$ cat config.mk
export PLATFORM = sky130hd
export DESIGN_NAME = pcm_level_meter_db_unit_flat
export DESIGN_NICKNAME = d
export VERILOG_FILES = /design/src/rtl/plm_pkg.sv /design/src/rtl/plm_if.sv /design/src/rtl/plm_ctrl.sv /design/src/rtl/plm_datapath.sv /design/src/rtl/pcm_level_meter_db_unit.sv /design/src/flat_wrapper.sv
export SDC_FILE = /design/constraint.sdc
export NUM_CORES = 1
export LEC_CHECK = 0
export BUFFER_PORTS_ARGS = -buffer_cell sky130_fd_sc_hd__buf_2
export CORE_UTILIZATION = 27
export CTS_CLUSTER_DIAMETER = 80
export CTS_CLUSTER_SIZE = 24
export DETAILED_ROUTE_END_ITERATION = 10
export PLACE_DENSITY_LB_ADDON = 0.08
export SETUP_SLACK_MARGIN = 0.02
export SLEW_MARGIN = 20
export SYNTH_ARGS = -nofsm -noshare
export SYNTH_HDL_FRONTEND = slang
export SYNTH_SLANG_ARGS = --single-unit
export TNS_END_PERCENT = 10
$ cat constraint.sdc
create_clock -name clk -period 7.7 [get_ports clk]
set_input_delay 1.155 -clock clk [delete_from_list [all_inputs] [get_ports clk]]
set_output_delay 1.155 -clock clk [all_outputs]
set_load 0.005 [all_outputs]
$ cat src/rtl/plm_pkg.sv
// Shared constants, types and threshold table for the packet level meter.
// No dependencies; every other file of the block imports this package.
package plm_pkg;

    localparam int SAMPLE_W           = 16;
    localparam int TIME_W             = 32;
    localparam int LEVEL_W            = 8;
    localparam int INTERVAL_W         = 16;
    localparam int CFG_IDX_W          = 8;
    localparam int CFG_DATA_W         = 16;
    localparam int MEAN_W             = 16;
    localparam int DEF_MAX_PACKET_SAMPLES = 4096;

    localparam logic [INTERVAL_W-1:0] INTERVAL_RESET = INTERVAL_W'(300);
    localparam logic signed [LEVEL_W-1:0] FLOOR_DB = -LEVEL_W'(96);

    // register indexes of the configuration port
    localparam logic [CFG_IDX_W-1:0] REG_METER_ENABLE    = CFG_IDX_W'(0);
    localparam logic [CFG_IDX_W-1:0] REG_REPORT_INTERVAL = CFG_IDX_W'(1);

    // smallest mean reaching each dB step, -6 dB downward
    localparam int NUM_THRESH = 90;
    localparam int THR_IDX_W  = $clog2(NUM_THRESH + 1);
    localparam logic [MEAN_W-1:0] LEVEL_THRESH [NUM_THRESH] = '{
        16'd29274, 16'd26090, 16'd23253, 16'd20724, 16'd18471, 16'd16462,
        16'd14672, 16'd13076, 16'd11654, 16'd10387, 16'd9258,  16'd8251,
        16'd7354,  16'd6554,  16'd5841,  16'd5206,  16'd4640,  16'd4135,
        16'd3686,  16'd3285,  16'd2928,  16'd2609,  16'd2326,  16'd2073,
        16'd1848,  16'd1647,  16'd1468,  16'd1308,  16'd1166,  16'd1039,
        16'd926,   16'd826,   16'd736,   16'd656,   16'd585,   16'd521,
        16'd464,   16'd414,   16'd369,   16'd329,   16'd293,   16'd261,
        16'd233,   16'd208,   16'd185,   16'd165,   16'd147,   16'd131,
        16'd117,   16'd104,   16'd93,    16'd83,    16'd74,    16'd66,
        16'd59,    16'd53,    16'd47,    16'd42,    16'd37,    16'd33,
        16'd30,    16'd27,    16'd24,    16'd21,    16'd19,    16'd17,
        16'd15,    16'd14,    16'd12,    16'd11,    16'd10,    16'd9,
        16'd8,     16'd7,     16'd6,     16'd6,     16'd5,     16'd5,
        16'd4,     16'd4,     16'd3,     16'd3,     16'd3,     16'd3,
        16'd2,     16'd2,     16'd2,     16'd2,     16'd2,     16'd2
    };

    typedef enum logic [1:0] {
        ST_ACC,
        ST_DIV,
        ST_LVL,
        ST_LOAD
    } plm_state_t;

    typedef struct packed {
        logic take;
        logic div_start;
        logic div_step;
        logic lvl_start;
        logic lvl_step;
        logic out_load;
    } plm_cmd_t;

    typedef struct packed {
        logic report;
        logic div_done;
        logic lvl_done;
        logic out_free;
    } plm_status_t;

endpackage

$ cat src/rtl/plm_if.sv
// Channel interfaces: sample input, level output and configuration write.
// Depends on plm_pkg.
interface plm_sample_if;
    import plm_pkg::*;
    logic                       valid;
    logic                       ready;
    logic signed [SAMPLE_W-1:0] sample;
    logic                       packet_end;
    logic [TIME_W-1:0]          time_ms;

    modport source (output valid, sample, packet_end, time_ms, input ready);
    modport sink   (input valid, sample, packet_end, time_ms, output ready);
endinterface

interface plm_level_if;
    import plm_pkg::*;
    logic                      valid;
    logic                      ready;
    logic signed [LEVEL_W-1:0] level_db;

    modport source (output valid, level_db, input ready);
    modport sink   (input valid, level_db, output ready);
endinterface

interface plm_cfg_if;
    import plm_pkg::*;
    logic                  valid;
    logic                  ready;
    logic [CFG_IDX_W-1:0]  index;
    logic [CFG_DATA_W-1:0] data;

    modport source (output valid, index, data, input ready);
    modport sink   (input valid, index, data, output ready);
endinterface

$ cat src/rtl/plm_ctrl.sv
// Sequencer for the level meter: accumulate, divide, threshold scan, load.
// Depends on plm_pkg; drives the datapath through plm_cmd_t.
module plm_ctrl (
    input  logic                 clk,
    input  logic                 rst_n,
    input  logic                 samp_valid,
    output logic                 samp_ready,
    input  plm_pkg::plm_status_t status,
    output plm_pkg::plm_cmd_t    cmd
);
    import plm_pkg::*;

    plm_state_t state_reg;
    plm_state_t state_next;

    always_ff @(posedge clk or negedge rst_n)
    begin
        if (!rst_n)
        begin
            state_reg <= ST_ACC;
        end
        else
        begin
            state_reg <= state_next;
        end
    end

    always_comb
    begin
        state_next = state_reg;
        cmd        = '0;
        samp_ready = 1'b0;
        unique case (state_reg)
            ST_ACC:
            begin
                samp_ready = 1'b1;
                cmd.take   = samp_valid;
                if (samp_valid && status.report)
                begin
                    cmd.div_start = 1'b1;
                    state_next    = ST_DIV;
                end
            end
            ST_DIV:
            begin
                if (status.div_done)
                begin
                    cmd.lvl_start = 1'b1;
                    state_next    = ST_LVL;
                end
                else
                begin
                    cmd.div_step = 1'b1;
                end
            end
            ST_LVL:
            begin
                if (status.lvl_done)
                begin
                    state_next = ST_LOAD;
                end
                else
                begin
                    cmd.lvl_step = 1'b1;
                end
            end
            ST_LOAD:
            begin
                // wait for the output register to drain
                if (status.out_free)
                begin
                    cmd.out_load = 1'b1;
                    state_next   = ST_ACC;
                end
            end
            default:
            begin
                state_next = ST_ACC;
            end
        endcase
    end

endmodule

$ cat src/rtl/plm_datapath.sv
// Datapath: abs-sum accumulator, restoring divider, dB threshold scan,
// configuration registers and output register. Depends on plm_pkg.
module plm_datapath #(
    parameter int MAX_PACKET_SAMPLES = plm_pkg::DEF_MAX_PACKET_SAMPLES
) (
    input  logic                                clk,
    input  logic                                rst_n,
    input  plm_pkg::plm_cmd_t                   cmd,
    output plm_pkg::plm_status_t                status,
    input  logic signed [plm_pkg::SAMPLE_W-1:0] sample,
    input  logic                                packet_end,
    input  logic [plm_pkg::TIME_W-1:0]          time_ms,
    input  logic                                cfg_we,
    input  logic [plm_pkg::CFG_IDX_W-1:0]       cfg_index,
    input  logic [plm_pkg::CFG_DATA_W-1:0]      cfg_data,
    output logic                                out_valid,
    input  logic                                out_ready,
    output logic signed [plm_pkg::LEVEL_W-1:0]  level_db
);
    import plm_pkg::*;

    localparam int CNT_W  = $clog2(MAX_PACKET_SAMPLES + 1);
    localparam int SUM_W  = $clog2(MAX_PACKET_SAMPLES) + SAMPLE_W;
    localparam int DCNT_W = $clog2(SUM_W + 1);
    localparam logic [CNT_W-1:0] MAX_CNT = CNT_W'(MAX_PACKET_SAMPLES);

    // configuration
    logic                  enable_reg;
    logic [INTERVAL_W-1:0] interval_reg;
    logic [TIME_W-1:0]     last_time_reg;

    // accumulator
    logic [SUM_W-1:0] sum_reg;
    logic [CNT_W-1:0] count_reg;
    logic [SUM_W-1:0] sum_upd;
    logic [CNT_W-1:0] count_upd;
    logic [SAMPLE_W:0] mag;
    logic [TIME_W-1:0] elapsed;

    // divider
    logic [SUM_W-1:0]  quo_reg;
    logic [CNT_W-1:0]  rem_reg;
    logic [CNT_W-1:0]  dvs_reg;
    logic [DCNT_W-1:0] dcnt_reg;
    logic [CNT_W:0]    trial;
    logic [CNT_W:0]    trial_diff;

    // threshold scan
    logic [THR_IDX_W-1:0]      idx_reg;
    logic signed [LEVEL_W-1:0] lvl_reg;
    logic [MEAN_W-1:0]         mean;

    // output register
    logic                      out_valid_reg;
    logic signed [LEVEL_W-1:0] out_level_reg;

    // |-32768| comes out as 32768 in the 17-bit magnitude
    assign mag = sample[SAMPLE_W-1] ? (17'h10000 - {1'b0, sample}) : {1'b0, sample};

    always_comb
    begin
        sum_upd   = sum_reg;
        count_upd = count_reg;
        if (count_reg < MAX_CNT)
        begin
            sum_upd   = sum_reg + SUM_W'(mag);
            count_upd = count_reg + CNT_W'(1);
        end
    end

    assign elapsed = time_ms - last_time_reg;

    assign status.report   = packet_end && enable_reg
                             && (elapsed >= TIME_W'(interval_reg));
    assign status.div_done = (dcnt_reg == '0);
    assign status.lvl_done = (idx_reg == THR_IDX_W'(NUM_THRESH));
    assign status.out_free = !out_valid_reg || out_ready;

    assign trial      = {rem_reg, quo_reg[SUM_W-1]};
    assign trial_diff = trial - {1'b0, dvs_reg};
    assign mean       = quo_reg[MEAN_W-1:0];

    // configuration and timestamp
    always_ff @(posedge clk or negedge rst_n)
    begin
        if (!rst_n)
        begin
            enable_reg    <= 1'b0;
            interval_reg  <= INTERVAL_RESET;
            last_time_reg <= '0;
        end
        else
        begin
            if (cfg_we && cfg_index == REG_METER_ENABLE)
            begin
                enable_reg <= cfg_data[0];
            end
            if (cfg_we && cfg_index == REG_REPORT_INTERVAL)
            begin
                interval_reg <= cfg_data[INTERVAL_W-1:0];
            end
            if (cmd.div_start)
            begin
                last_time_reg <= time_ms;
            end
        end
    end

    // packet accumulator
    always_ff @(posedge clk or negedge rst_n)
    begin
        if (!rst_n)
        begin
            sum_reg   <= '0;
            count_reg <= '0;
        end
        else if (cmd.take)
        begin
            if (packet_end)
            begin
                sum_reg   <= '0;
                count_reg <= '0;
            end
            else
            begin
                sum_reg   <= sum_upd;
                count_reg <= count_upd;
            end
        end
    end

    // restoring divider, one quotient bit per cycle; divisor is never zero
    always_ff @(posedge clk or negedge rst_n)
    begin
        if (!rst_n)
        begin
            dcnt_reg <= '0;
        end
        else if (cmd.div_start)
        begin
            dcnt_reg <= DCNT_W'(SUM_W);
        end
        else if (cmd.div_step)
        begin
            dcnt_reg <= dcnt_reg - DCNT_W'(1);
        end
    end

    always_ff @(posedge clk)
    begin
        if (cmd.div_start)
        begin
            quo_reg <= sum_upd;
            rem_reg <= '0;
            dvs_reg <= count_upd;
        end
        else if (cmd.div_step)
        begin
            if (trial >= {1'b0, dvs_reg})
            begin
                rem_reg <= trial_diff[CNT_W-1:0];
                quo_reg <= {quo_reg[SUM_W-2:0], 1'b1};
            end
            else
            begin
                rem_reg <= trial[CNT_W-1:0];
                quo_reg <= {quo_reg[SUM_W-2:0], 1'b0};
            end
        end
    end

    // threshold scan: one table entry per cycle
    always_ff @(posedge clk or negedge rst_n)
    begin
        if (!rst_n)
        begin
            idx_reg <= THR_IDX_W'(NUM_THRESH);
        end
        else if (cmd.lvl_start)
        begin
            idx_reg <= '0;
        end
        else if (cmd.lvl_step)
        begin
            idx_reg <= idx_reg + THR_IDX_W'(1);
        end
    end

    always_ff @(posedge clk)
    begin
        if (cmd.lvl_start)
        begin
            lvl_reg <= FLOOR_DB;
        end
        else if (cmd.lvl_step && mean >= LEVEL_THRESH[idx_reg])
        begin
            lvl_reg <= lvl_reg + LEVEL_W'(1);
        end
    end

    // output register
    always_ff @(posedge clk or negedge rst_n)
    begin
        if (!rst_n)
        begin
            out_valid_reg <= 1'b0;
        end
        else if (cmd.out_load)
        begin
            out_valid_reg <= 1'b1;
        end
        else if (out_ready)
        begin
            out_valid_reg <= 1'b0;
        end
    end

    always_ff @(posedge clk)
    begin
        if (cmd.out_load)
        begin
            out_level_reg <= lvl_reg;
        end
    end

    assign out_valid = out_valid_reg;
    assign level_db  = out_level_reg;

endmodule

$ cat src/rtl/pcm_level_meter_db_unit.sv
// Top level of the packet level meter: controller plus datapath.
// Depends on plm_pkg, plm_if, plm_ctrl and plm_datapath.
//
//  channel  dir  payload                          transaction when
//  samp     in   sample, packet_end, time_ms      samp.valid && samp.ready
//  level    out  level_db                         level.valid && level.ready
//  cfg      in   index, data                      cfg.valid && cfg.ready
//
// Samples are taken without gaps while no report runs. A reporting packet end
// holds off input while the divider forms SUM_W = ceil(log2(max samples))+16
// quotient bits (28 by default), 90 thresholds are scanned and the level loads.
// The load waits while a previous level is still stalled in the output register.
// cfg is always ready. Reset (rst_n low, asynchronous) clears sums, counts,
// timestamp and config registers to their defaults; no clearing pass is needed.
module pcm_level_meter_db_unit #(
    parameter int MAX_PACKET_SAMPLES = plm_pkg::DEF_MAX_PACKET_SAMPLES
) (
    input logic         clk,
    input logic         rst_n,
    plm_sample_if.sink  samp,
    plm_level_if.source level,
    plm_cfg_if.sink     cfg
);
    import plm_pkg::*;

    plm_cmd_t    cmd;
    plm_status_t status;

    assign cfg.ready = 1'b1;

    plm_ctrl u_ctrl (
        .clk        (clk),
        .rst_n      (rst_n),
        .samp_valid (samp.valid),
        .samp_ready (samp.ready),
        .status     (status),
        .cmd        (cmd)
    );

    plm_datapath #(
        .MAX_PACKET_SAMPLES (MAX_PACKET_SAMPLES)
    ) u_datapath (
        .clk        (clk),
        .rst_n      (rst_n),
        .cmd        (cmd),
        .status     (status),
        .sample     (samp.sample),
        .packet_end (samp.packet_end),
        .time_ms    (samp.time_ms),
        .cfg_we     (cfg.valid),
        .cfg_index  (cfg.index),
        .cfg_data   (cfg.data),
        .out_valid  (level.valid),
        .out_ready  (level.ready),
        .level_db   (level.level_db)
    );

endmodule

$ cat src/flat_wrapper.sv
// flat-port wrapper written by rule: the top's interface ports become plain ports
module pcm_level_meter_db_unit_flat import plm_pkg::*;
#(
    parameter int MAX_PACKET_SAMPLES = plm_pkg::DEF_MAX_PACKET_SAMPLES
)
  (clk, rst_n, samp_valid, samp_sample, samp_packet_end, samp_time_ms, samp_ready, level_valid, level_level_db, level_ready, cfg_valid, cfg_index, cfg_data, cfg_ready);
  plm_sample_if samp_i ();
  plm_level_if level_i ();
  plm_cfg_if cfg_i ();
  input logic clk;
  input logic rst_n;
  input wire logic [$bits(samp_i.valid)-1:0] samp_valid;
  input wire logic [$bits(samp_i.sample)-1:0] samp_sample;
  input wire logic [$bits(samp_i.packet_end)-1:0] samp_packet_end;
  input wire logic [$bits(samp_i.time_ms)-1:0] samp_time_ms;
  output wire logic [$bits(samp_i.ready)-1:0] samp_ready;
  output wire logic [$bits(level_i.valid)-1:0] level_valid;
  output wire logic [$bits(level_i.level_db)-1:0] level_level_db;
  input wire logic [$bits(level_i.ready)-1:0] level_ready;
  input wire logic [$bits(cfg_i.valid)-1:0] cfg_valid;
  input wire logic [$bits(cfg_i.index)-1:0] cfg_index;
  input wire logic [$bits(cfg_i.data)-1:0] cfg_data;
  output wire logic [$bits(cfg_i.ready)-1:0] cfg_ready;
  assign samp_i.valid = samp_valid;
  assign samp_i.sample = samp_sample;
  assign samp_i.packet_end = samp_packet_end;
  assign samp_i.time_ms = samp_time_ms;
  assign samp_ready = samp_i.ready;
  assign level_valid = level_i.valid;
  assign level_level_db = level_i.level_db;
  assign level_i.ready = level_ready;
  assign cfg_i.valid = cfg_valid;
  assign cfg_i.index = cfg_index;
  assign cfg_i.data = cfg_data;
  assign cfg_ready = cfg_i.ready;
  pcm_level_meter_db_unit #(.MAX_PACKET_SAMPLES(MAX_PACKET_SAMPLES)) u_core (.clk(clk), .rst_n(rst_n), .samp(samp_i), .level(level_i), .cfg(cfg_i));
endmodule
Word-level counts from Yosys, hierarchy flattened. Memories as Yosys holds them, arrays and structs flattened. Index checks and enable logic that the tools add are counted.

Flip-flop bits (word level): 175. Bits in read-only memories: 2048. Bits of input ports: 78. Output and inout port bits: 11. Logic and storage cells: 85. Memories kept: 1.

$add $sub $neg: 8. $lt $le $gt $ge: 5. Equality and inequality tests: 9. Mux-type cells: 32. Bitwise logic cells: 1. Reductions and logical operators: 15.

Memory list: (no name shown) (words 128, width 16, read ports 1, clocked after memory_dff 0, wr ports 0, RTL line plm_datapath.sv:195) `else if (cmd.lvl_step && mean >= LEVEL_THRESH[idx_reg])`.

Operators by type and width (count): $mux 28 (4); $mux 13 (3); $ge 32x16->1 (1); $mux 16 (2); $sub 32x32->32 (1); $add 28x17->28 (1); $mux 17 (1); $sub 17x16->17 const A (1); $ge 16x16->1 (1); $ge 14x13->1 (1); $mux 7 (2); $add 13x1->13 const B (1); $lt 13x13->1 const B (1); $sub 13x13->13 (1); $mux 2 (6); $mux 1 (11); $mux 5 (2); $add 8x2->8 const B (1); $eq 8x1->1 const B (1); $ge 8x8->1 const B (1); $logic_not 8->1 (1); $not 7->8 (1); $pmux 2 s4 (1); $add 7x1->7 const B (1); other kinds (13) (23).

Longest topological paths before layout. Gate-level depths: netlist of run 1.

Depth in word-level cells: 7. Depth in mapped cells: 24.

Modules after synthesis. From an unflattened synthesis of run 1, not the netlist that was laid out.

Cell total of the unflattened synthesis: 1556. Area, all modules: 13447.9 um^2.

Modules (own cells, without submodules): plm_datapath (instances 1, cells an instance 1533, area an instance 13197.7 um^2); plm_ctrl (instances 1, cells an instance 21, area an instance 239.0 um^2); pcm_level_meter_db_unit (instances 1, cells an instance 2, area an instance 11.3 um^2).

Least setup slack after synthesis of run 1. Ideal clock, no wire load.

Path type: in2reg. Start point: input port samp_time_ms[0]. End point: register u_core.u_datapath.quo_reg[0], enable pin. Library setup time: 0.452 ns. Data arrival time: 5.895 ns. Data required time: 7.248 ns. Setup slack: 1.353 ns. Stages on the path: 18. Path buffers: 0. Cell sequence: inv_1 > ha_1 > fa_1 > nand2b_1 > a21oi_1 > o41a_1 > a21oi_4 > o21ai_0 > xor2_1 > ha_1 > nand4_1 > nor4_1 > a32oi_1 > o211ai_1 > nor4_2 > nand4_1 > nor4_4 > o21ai_0.

Longest elaborated chain between the ends: 7.

Ends and longest elaborated chain: from (decl) (RTL line flat_wrapper.sv:15) `input wire logic [$bits(samp_i.time_ms)-1:0] samp_time_ms;`; $sub 32x32->32 (RTL line plm_datapath.sv:71) `assign elapsed = time_ms - last_time_reg;`; $ge 32x16->1 (RTL line plm_datapath.sv:74) `&& (elapsed >= TIME_W'(interval_reg));`; $logic_and 1x1->1 (RTL line plm_datapath.sv:74); $logic_and 1x1->1 (RTL line plm_ctrl.sv:38) `if (samp_valid && status.report)`; $mux 1 (RTL line plm_ctrl.sv:38); $mux 2 (RTL line plm_ctrl.sv:33) `unique case (state_reg)`; $reduce_bool 2->1 (no source line); to (signal assigned) (RTL line plm_datapath.sv:153) `quo_reg <= sum_upd;`; to (signal assigned) (RTL line plm_datapath.sv:162) `quo_reg <= {quo_reg[SUM_W-2:0], 1'b1};`; to (signal assigned) (RTL line plm_datapath.sv:167) `quo_reg <= {quo_reg[SUM_W-2:0], 1'b0};`; to (decl) (RTL line plm_datapath.sv:41) `logic [SUM_W-1:0] quo_reg;`.

No other way between the ends. A chain may end at the register's enable or synchronous reset.

Final worst setup path of run 1.
Start point: input port samp_time_ms[0]. End point: register u_core.u_datapath.quo_reg[22] (data pin).

Longest elaborated chain between the ends: 7.

Ends and longest elaborated chain: $sub 32x32->32 (RTL line plm_datapath.sv:71); $ge 32x16->1 (RTL line plm_datapath.sv:74); $logic_and 1x1->1 (RTL line plm_datapath.sv:74); $logic_and 1x1->1 (RTL line plm_ctrl.sv:38); $mux 1 (RTL line plm_ctrl.sv:38); $mux 2 (RTL line plm_ctrl.sv:33); $mux 28 (RTL line plm_datapath.sv:151) `if (cmd.div_start)`.

No other way between the ends.

==> metrics.yaml, run 1 <==
status: "complete, no violations"
synthCells: 1452
vias: 10610
worstPathRequired_ps: 7930
slew_headroom: 0.3401
clkTransAtPathRegs_ps: 70
switching_share: 0.2790
die_h_um: 223.2
drt-total-wl_mm: 35.40
h-tree-depth: 4
clock_path_buffers: 2
final_cell_mix: "135 x nor2_1, 113 x nand2_1, 112 x ha_1"
crit_type: "primary input to register"
viasPerCell: 4.993
syn_nets: 1645
netSwitchingPower_uw: 573.4
postCtsHoldBufs: 0
drive_above_1_share: 0.1609
ys.warnings.count: 0
p_seq_frac: 0.466
dr.pass1.iters: 5
fin_crit_ps: 5972
finClkSkew_ps: 15.62
synth_seq_area_share: 0.3430
setup_viol: 0
start_kind: "primary input"
combinationalPowerShare: 0.125
p_leak_nw: 6.006
p_total_mw: 2.055
finalSetupTns_ps: 0
layout_setup_ws_ps: 1728
worstPathArrival_ps: 6200
clockRootBuffer: "clkbuf_16"
post-cts-setup-buffer-count: 0
hold_start: "u_core.u_datapath.lvl_reg[7]$_SDFFE_PP1P_"
hold_class: "register to register"
port_buffers: 87
max_freq_ghz: 0.1674
post-route-util: 0.3074
ir_drop_mv: 0.1252
placed_area_um2: 14190
grt_pass1_vias: 10190
final_common_cell: "nor2_1"
row_count: 80
dp_hpwl_mm: 25.98
routedWlPerCell_um: 16.66
dpl_worst_slack_ps: 1240
grt_use_total: 0.1470
maxCapViolations: 0
grt_max_degree: 60
ys_ff_latch: 175
fin_crit_sh: 0.7756
synth_flop_cell: "dfrtp_1"
die_x_um: 223.2
initial_core_util: 0.2754
tightest_slew_ps: 988.7
cts-resized-gates: 0
cts_made_buffers: 17
netlist_area_um2: 13210
largest_reg_flops: 32
internal_power_mw: 1.482
slew_viol_final: 0
cts_tree: "built"
io_pins: 89
reg2reg_from: "u_core.u_datapath.last_time_reg[0]$_DFFE_PN0N_"
antenna_found_initial: 0
drtIter0Drc: 573
rsz0062_at_grt: "false"
p_clk_frac: 0.409
die_area_um2: 49800
grt_pass1_wl_mm: 57.49
overflow: 0
place_congestion: 0.8595
clock-sinks: 175
clock_latency_ps: 480
fin_nets: 1690
avgSynthCellArea_um2: 9.095
antenna_cells: 0
synthArstFlopShare: 0.6000
hold_violations: 0
drtAntennaViolNets: 0
area_growth_pct: 11.62
cp-end-kind: "register"
synth_cell_types: 79
crit_path_start: "samp_time_ms[0]"
fillCellCount: 5030
power.density_nw_per_um2: 139.4
stdcell_area_um2: 14740
route.detailed.drc: 0
path_max_fanout: 50
core_um2: 47950
synth_edf_count: 49
## layout make-up
class	instances	area [um2]	share of cell area
clock buffers	19	442.9	0.03005
flip-flops and latches	175	4529	0.3073
repair buffers	96	505.5	0.03429
well taps	615	769.5	0.05220
inverters	90	337.8	0.02292
clock inverters	13	103.9	0.007045
multi-input cells	1117	8051	0.5462
## logic make-up after synthesis
| kind of cell | Yosys count | share of synthesized area |
|---|---|---|
| AOI/OAI and AO/OA | 384 | 0.1901 |
| adders and majority gates | 115 | 0.1107 |
| and+or+nand+nor | 407 | 0.1460 |
| xor gates and xnor gates | 95 | 0.06300 |
| buffers and inverters | 160 | 0.04841 |
| DFF | 175 | 0.3430 |
| muxes | 114 | 0.09834 |
| other | 2 | 0.0005687 |
## synth_stat cells (21+ instances only)
| cell type | instances | share of area |
|---|---|---|
| a211oi_1 | 27 | 0.015 |
| a21o_1 | 25 | 0.014 |
| a21oi_1 | 97 | 0.037 |
| clkbuf_1 | 51 | 0.014 |
| dfrtp_1 | 97 | 0.18 |
| dfxtp_1 | 21 | 0.032 |
| edfxtp_1 | 49 | 0.11 |
| ha_1 | 112 | 0.11 |
| inv_1 | 88 | 0.025 |
| mux2_2 | 72 | 0.061 |
| mux2i_1 | 30 | 0.023 |
| nand2_1 | 114 | 0.032 |
| nand3_1 | 27 | 0.010 |
| nand4_1 | 22 | 0.010 |
| nor2_1 | 136 | 0.039 |
| o21ai_0 | 92 | 0.035 |
| xnor2_1 | 56 | 0.037 |
| xor2_1 | 39 | 0.026 |
## power groups by stage
stage               clock, mW  combinational [mW]  sequential [mW]
finish                  0.841               0.258            0.957
global route            0.911               0.290            0.957
CTS                     0.882               0.261            0.957
detailed placement          0               0.259            0.976
global placement            0               0.260            0.976
floorplan                   0               0.164            0.975
## final timing paths
| path | to | cells after the start | slack (ps) |
|---|---|---|---|
| max reg2reg | u_core.u_datapath.quo_reg[22]$_DFFE_PP_ | 19 | 2180 |
| max in group asynchronous | u_core.u_ctrl.state_reg[1]$_DFFE_PN0P_ | 2 | 5680 |
| min | u_core.u_datapath.level_db[7]$_DFFE_PP_ | 0 | 470 |
| min reg2reg | u_core.u_datapath.level_db[7]$_DFFE_PP_ | 0 | 470 |
| min in group asynchronous | u_core.u_datapath.interval_reg[11]$_DFFE_PN0P_ | 1 | 700 |
| max | u_core.u_datapath.quo_reg[22]$_DFFE_PP_ | 21 | 1730 |
## stage by stage
stage | hold slack (ps) | instances
finish | 470.6 | 2125
global route | 492.7 | 2125
CTS | 475.2 | 2125
detailed placement | 459.3 | 2093
global placement | 456.7 | 2093
floorplan | 428.0 | 1452
## critical path: stages
cell and delay [ps]:
buf_2 120, inv_1 50, ha_1 220, fa_1 400, nand2b_1 180, a21oi_1 200, o41a_1 300, a21oi_4 130
o21ai_0 240, xor2_1 180, ha_1 260, nor2b_1 130, o21ai_0 160, o211ai_1 190, or4_1 520, nor4_2 140
nand4_1 170, nor4_4 590, nor2_4 70, buf_4 370, mux2_4 390
## per-layer routing
metal / up-vias / global-route usage / wire, um
met1: 5075 / 0.2191 / 18980
met4: 0 / 0.04716 / 507
met5: - / 0 / 0
li1: 5346 / - / -
met2: 159 / 0.2096 / 14720
met3: 31 / 0.02871 / 1202
No activity file was read; power rests on OpenSTA's default activity.
==> inputs of run 2 (changes only) <==
==> constraint.sdc (replaced) <==
create_clock -name clk -period 5.7 [get_ports clk]
set_input_delay 0.855 -clock clk [delete_from_list [all_inputs] [get_ports clk]]
set_output_delay 0.855 -clock clk [all_outputs]
set_load 0.005 [all_outputs]
==> metrics.yaml, run 2 (same netlist as run 1, synthesis figures left out) <==
drt-total-wl_mm: 35.87  # +1.3%
place_congestion: 0.8530  # -0.76%
grt-busiest-layer: "met1"
fin_nets: 1701  # +0.65%
io_pins: 89  # unchanged
antenna_found_initial: 1  # +1
clockRootBuffer: "clkbuf_16"
max_freq_ghz: 0.1949
finClkSkew_ps: 15.62  # +0.001600 ps
final_cells: 2136  # +0.52%
crit_type: "primary input to register"
drtAntennaViolNets: 0  # unchanged
initial_core_util: 0.2754  # unchanged
use_met1: 0.2194  # +0.0003525
placed_area_um2: 14310  # +0.85%
h-tree-depth: 4  # unchanged
power.density_nw_per_um2: 192.9  # +38%
routedWlPerCell_um: 16.79  # +0.79%
final_common_cell: "nor2_1"
cp-end-kind: "register"
grt_use_total: 0.1495  # +0.002507
grt_max_degree: 60  # unchanged
cts-resized-gates: 0  # unchanged
postCtsHoldBufs: 0  # unchanged
dp.cells: 2104  # +0.53%
dr.pass1.iters: 5  # unchanged
maxCapViolations: 0  # unchanged
row_count: 80  # unchanged
hold_class: "primary input to asynchronous set/reset pin"
use_met2: 0.2134  # +0.003831
drive_above_1_share: 0.1683  # +0.007383
post-route-util: 0.3110  # +0.003523
status: "complete, no violations"
grt_util_met3: 0.03530  # +0.006585
clock_latency_ps: 490  # about the same
viasPerCell: 4.993  # about the same
fin_crit_ps: 5130
p_total_mw: 2.876  # +40%
die_x_um: 223.2  # unchanged
clkTransAtPathRegs_ps: 80  # about the same
clock_path_buffers: 2  # unchanged
core_um2: 47950  # unchanged
largest_reg_flops: 32  # unchanged
antenna_cells: 0  # unchanged
final_cell_mix: "135 x nor2_1, 113 x nand2_1, 112 x ha_1"
grt_pass1_wl_mm: 58.06  # +1.0%
drtIter0Drc: 667  # +16%
ir_drop_mv: 0.1496  # +20%
rr_worst_depth: 20  # +1
tightest_slew_ps: 1027  # +37.97 ps
dp_hpwl_mm: 26.44  # +1.8%
finalSetupTns_ps: 0  # unchanged
setup_viol: 0  # unchanged
post-cts-setup-buffer-count: 0  # unchanged
worstPathArrival_ps: 5380  # -820 ps
slew_headroom: 0.3148  # -0.02534
fillCellCount: 5043  # +0.26%
overflow: 0  # unchanged
die_h_um: 223.2  # unchanged
cts_tree: "built"
stdcell_area_um2: 14910  # +1.1%
layout_setup_ws_ps: 570.0  # -1158 ps
rsz0062_at_grt: "false"
route.detailed.drc: 0  # unchanged
die_area_um2: 49800  # unchanged
start_kind: "primary input"
path_max_fanout: 30  # -40%
cts_made_buffers: 17  # unchanged
port_buffers: 87  # unchanged
crit_slowest_cell: "or4_1"
vias: 10670  # +0.51%
clock-sinks: 175  # unchanged
grt_pass1_vias: 10260  # +0.73%
dpl_worst_slack_ps: 15.03  # -1225 ps
slew_viol_final: 0  # unchanged
max_stage_delay_ps: 520  # -70 ps
area_growth_pct: 12.89
fin_hold_ws_ps: 402.3  # -68.33 ps
fin_crit_sh: 0.9000
worstPathRequired_ps: 5950  # -1980 ps
path_cells: "buf_2 > inv_1 > ha_1 > fa_1 > nand2b_1 > a21oi_1 > o41a_1 > a21o_1 > a21oi_1 > xnor2_1 > ha_1 > nand2_1 > nor2_1 > a211oi_1 > o211ai_1 > or4_1 > nor4_2 > nand4_1 > nor4_4 > nor2_4 > buf_12 > mux2_4"
p_leak_nw: 6.105  # +1.7%
hold_violations: 0  # unchanged
==> run 2: cell types whose count changed in the layout (fill, tap and decap cells not counted), moves of 2 or more <==
cell / delta
buf_12: +3
buf_4: +8
clkinv_4: +2
clkinvlp_4: -4
inv_8: +4
==> run 2: worst paths after layout <==
path | startpoint | to | slack (ps)
worst max-delay path | samp_time_ms[0] | u_core.u_datapath.quo_reg[16]$_DFFE_PP_ | 570
worst min-delay path | rst_n | u_core.u_datapath.interval_reg[9]$_DFFE_PN0P_ | 400
worst max register to register | u_core.u_datapath.last_time_reg[0]$_DFFE_PN0N_ | u_core.u_datapath.quo_reg[16]$_DFFE_PP_ | 670
worst min register to register | u_core.u_datapath.rem_reg[1]$_SDFFE_PN0P_ | u_core.u_datapath.rem_reg[1]$_SDFFE_PN0P_ | 490
max in group asynchronous | rst_n | u_core.u_datapath.dcnt_reg[4]$_DFFE_PN0P_ | 4050
min in group clk | u_core.u_datapath.rem_reg[1]$_SDFFE_PN0P_ | u_core.u_datapath.rem_reg[1]$_SDFFE_PN0P_ | 490
==> run 2: layout make-up <==
| type | instances | area [um2] | share of cell area |
|---|---|---|---|
| clock buffers | 17 | 425.4 | 0.02853 |
| flip-flops and latches | 175 | 4529 | 0.3038 |
| clock inverters | 15 | 168.9 | 0.01133 |
| inverters | 90 | 337.8 | 0.02266 |
| repair buffers | 107 | 625.6 | 0.04196 |
| multi-input cells | 1117 | 8053 | 0.5401 |
| well taps | 615 | 769.5 | 0.05161 |
==> run 2: critical path, delay by kind of cell <==
| family | cells | cell delay [ps] |
|---|---|---|
| and+or+nand+nor | 8 | 1640 |
| AOI/OAI and AO/OA | 6 | 1180 |
| adders and majority gates | 3 | 920 |
| buffers and inverters | 3 | 320 |
| muxes | 1 | 310 |
| xor gates and xnor gates | 1 | 130 |
==> run 2: where the power goes <==
part | switching [mW] | total, mW | internal, mW
logic | 0.207 | 0.346 | 0.139
clock network | 0.613 | 1.24 | 0.624
registers | 0.00406 | 1.29 | 1.29
==> run 2: metal layers <==
layer / vias to the layer above / wire, um
li1: 5364 / -
met1: 5068 / 18600
met2: 197 / 15110
met3: 36 / 1589
met4: 0 / 567
met5: - / 0
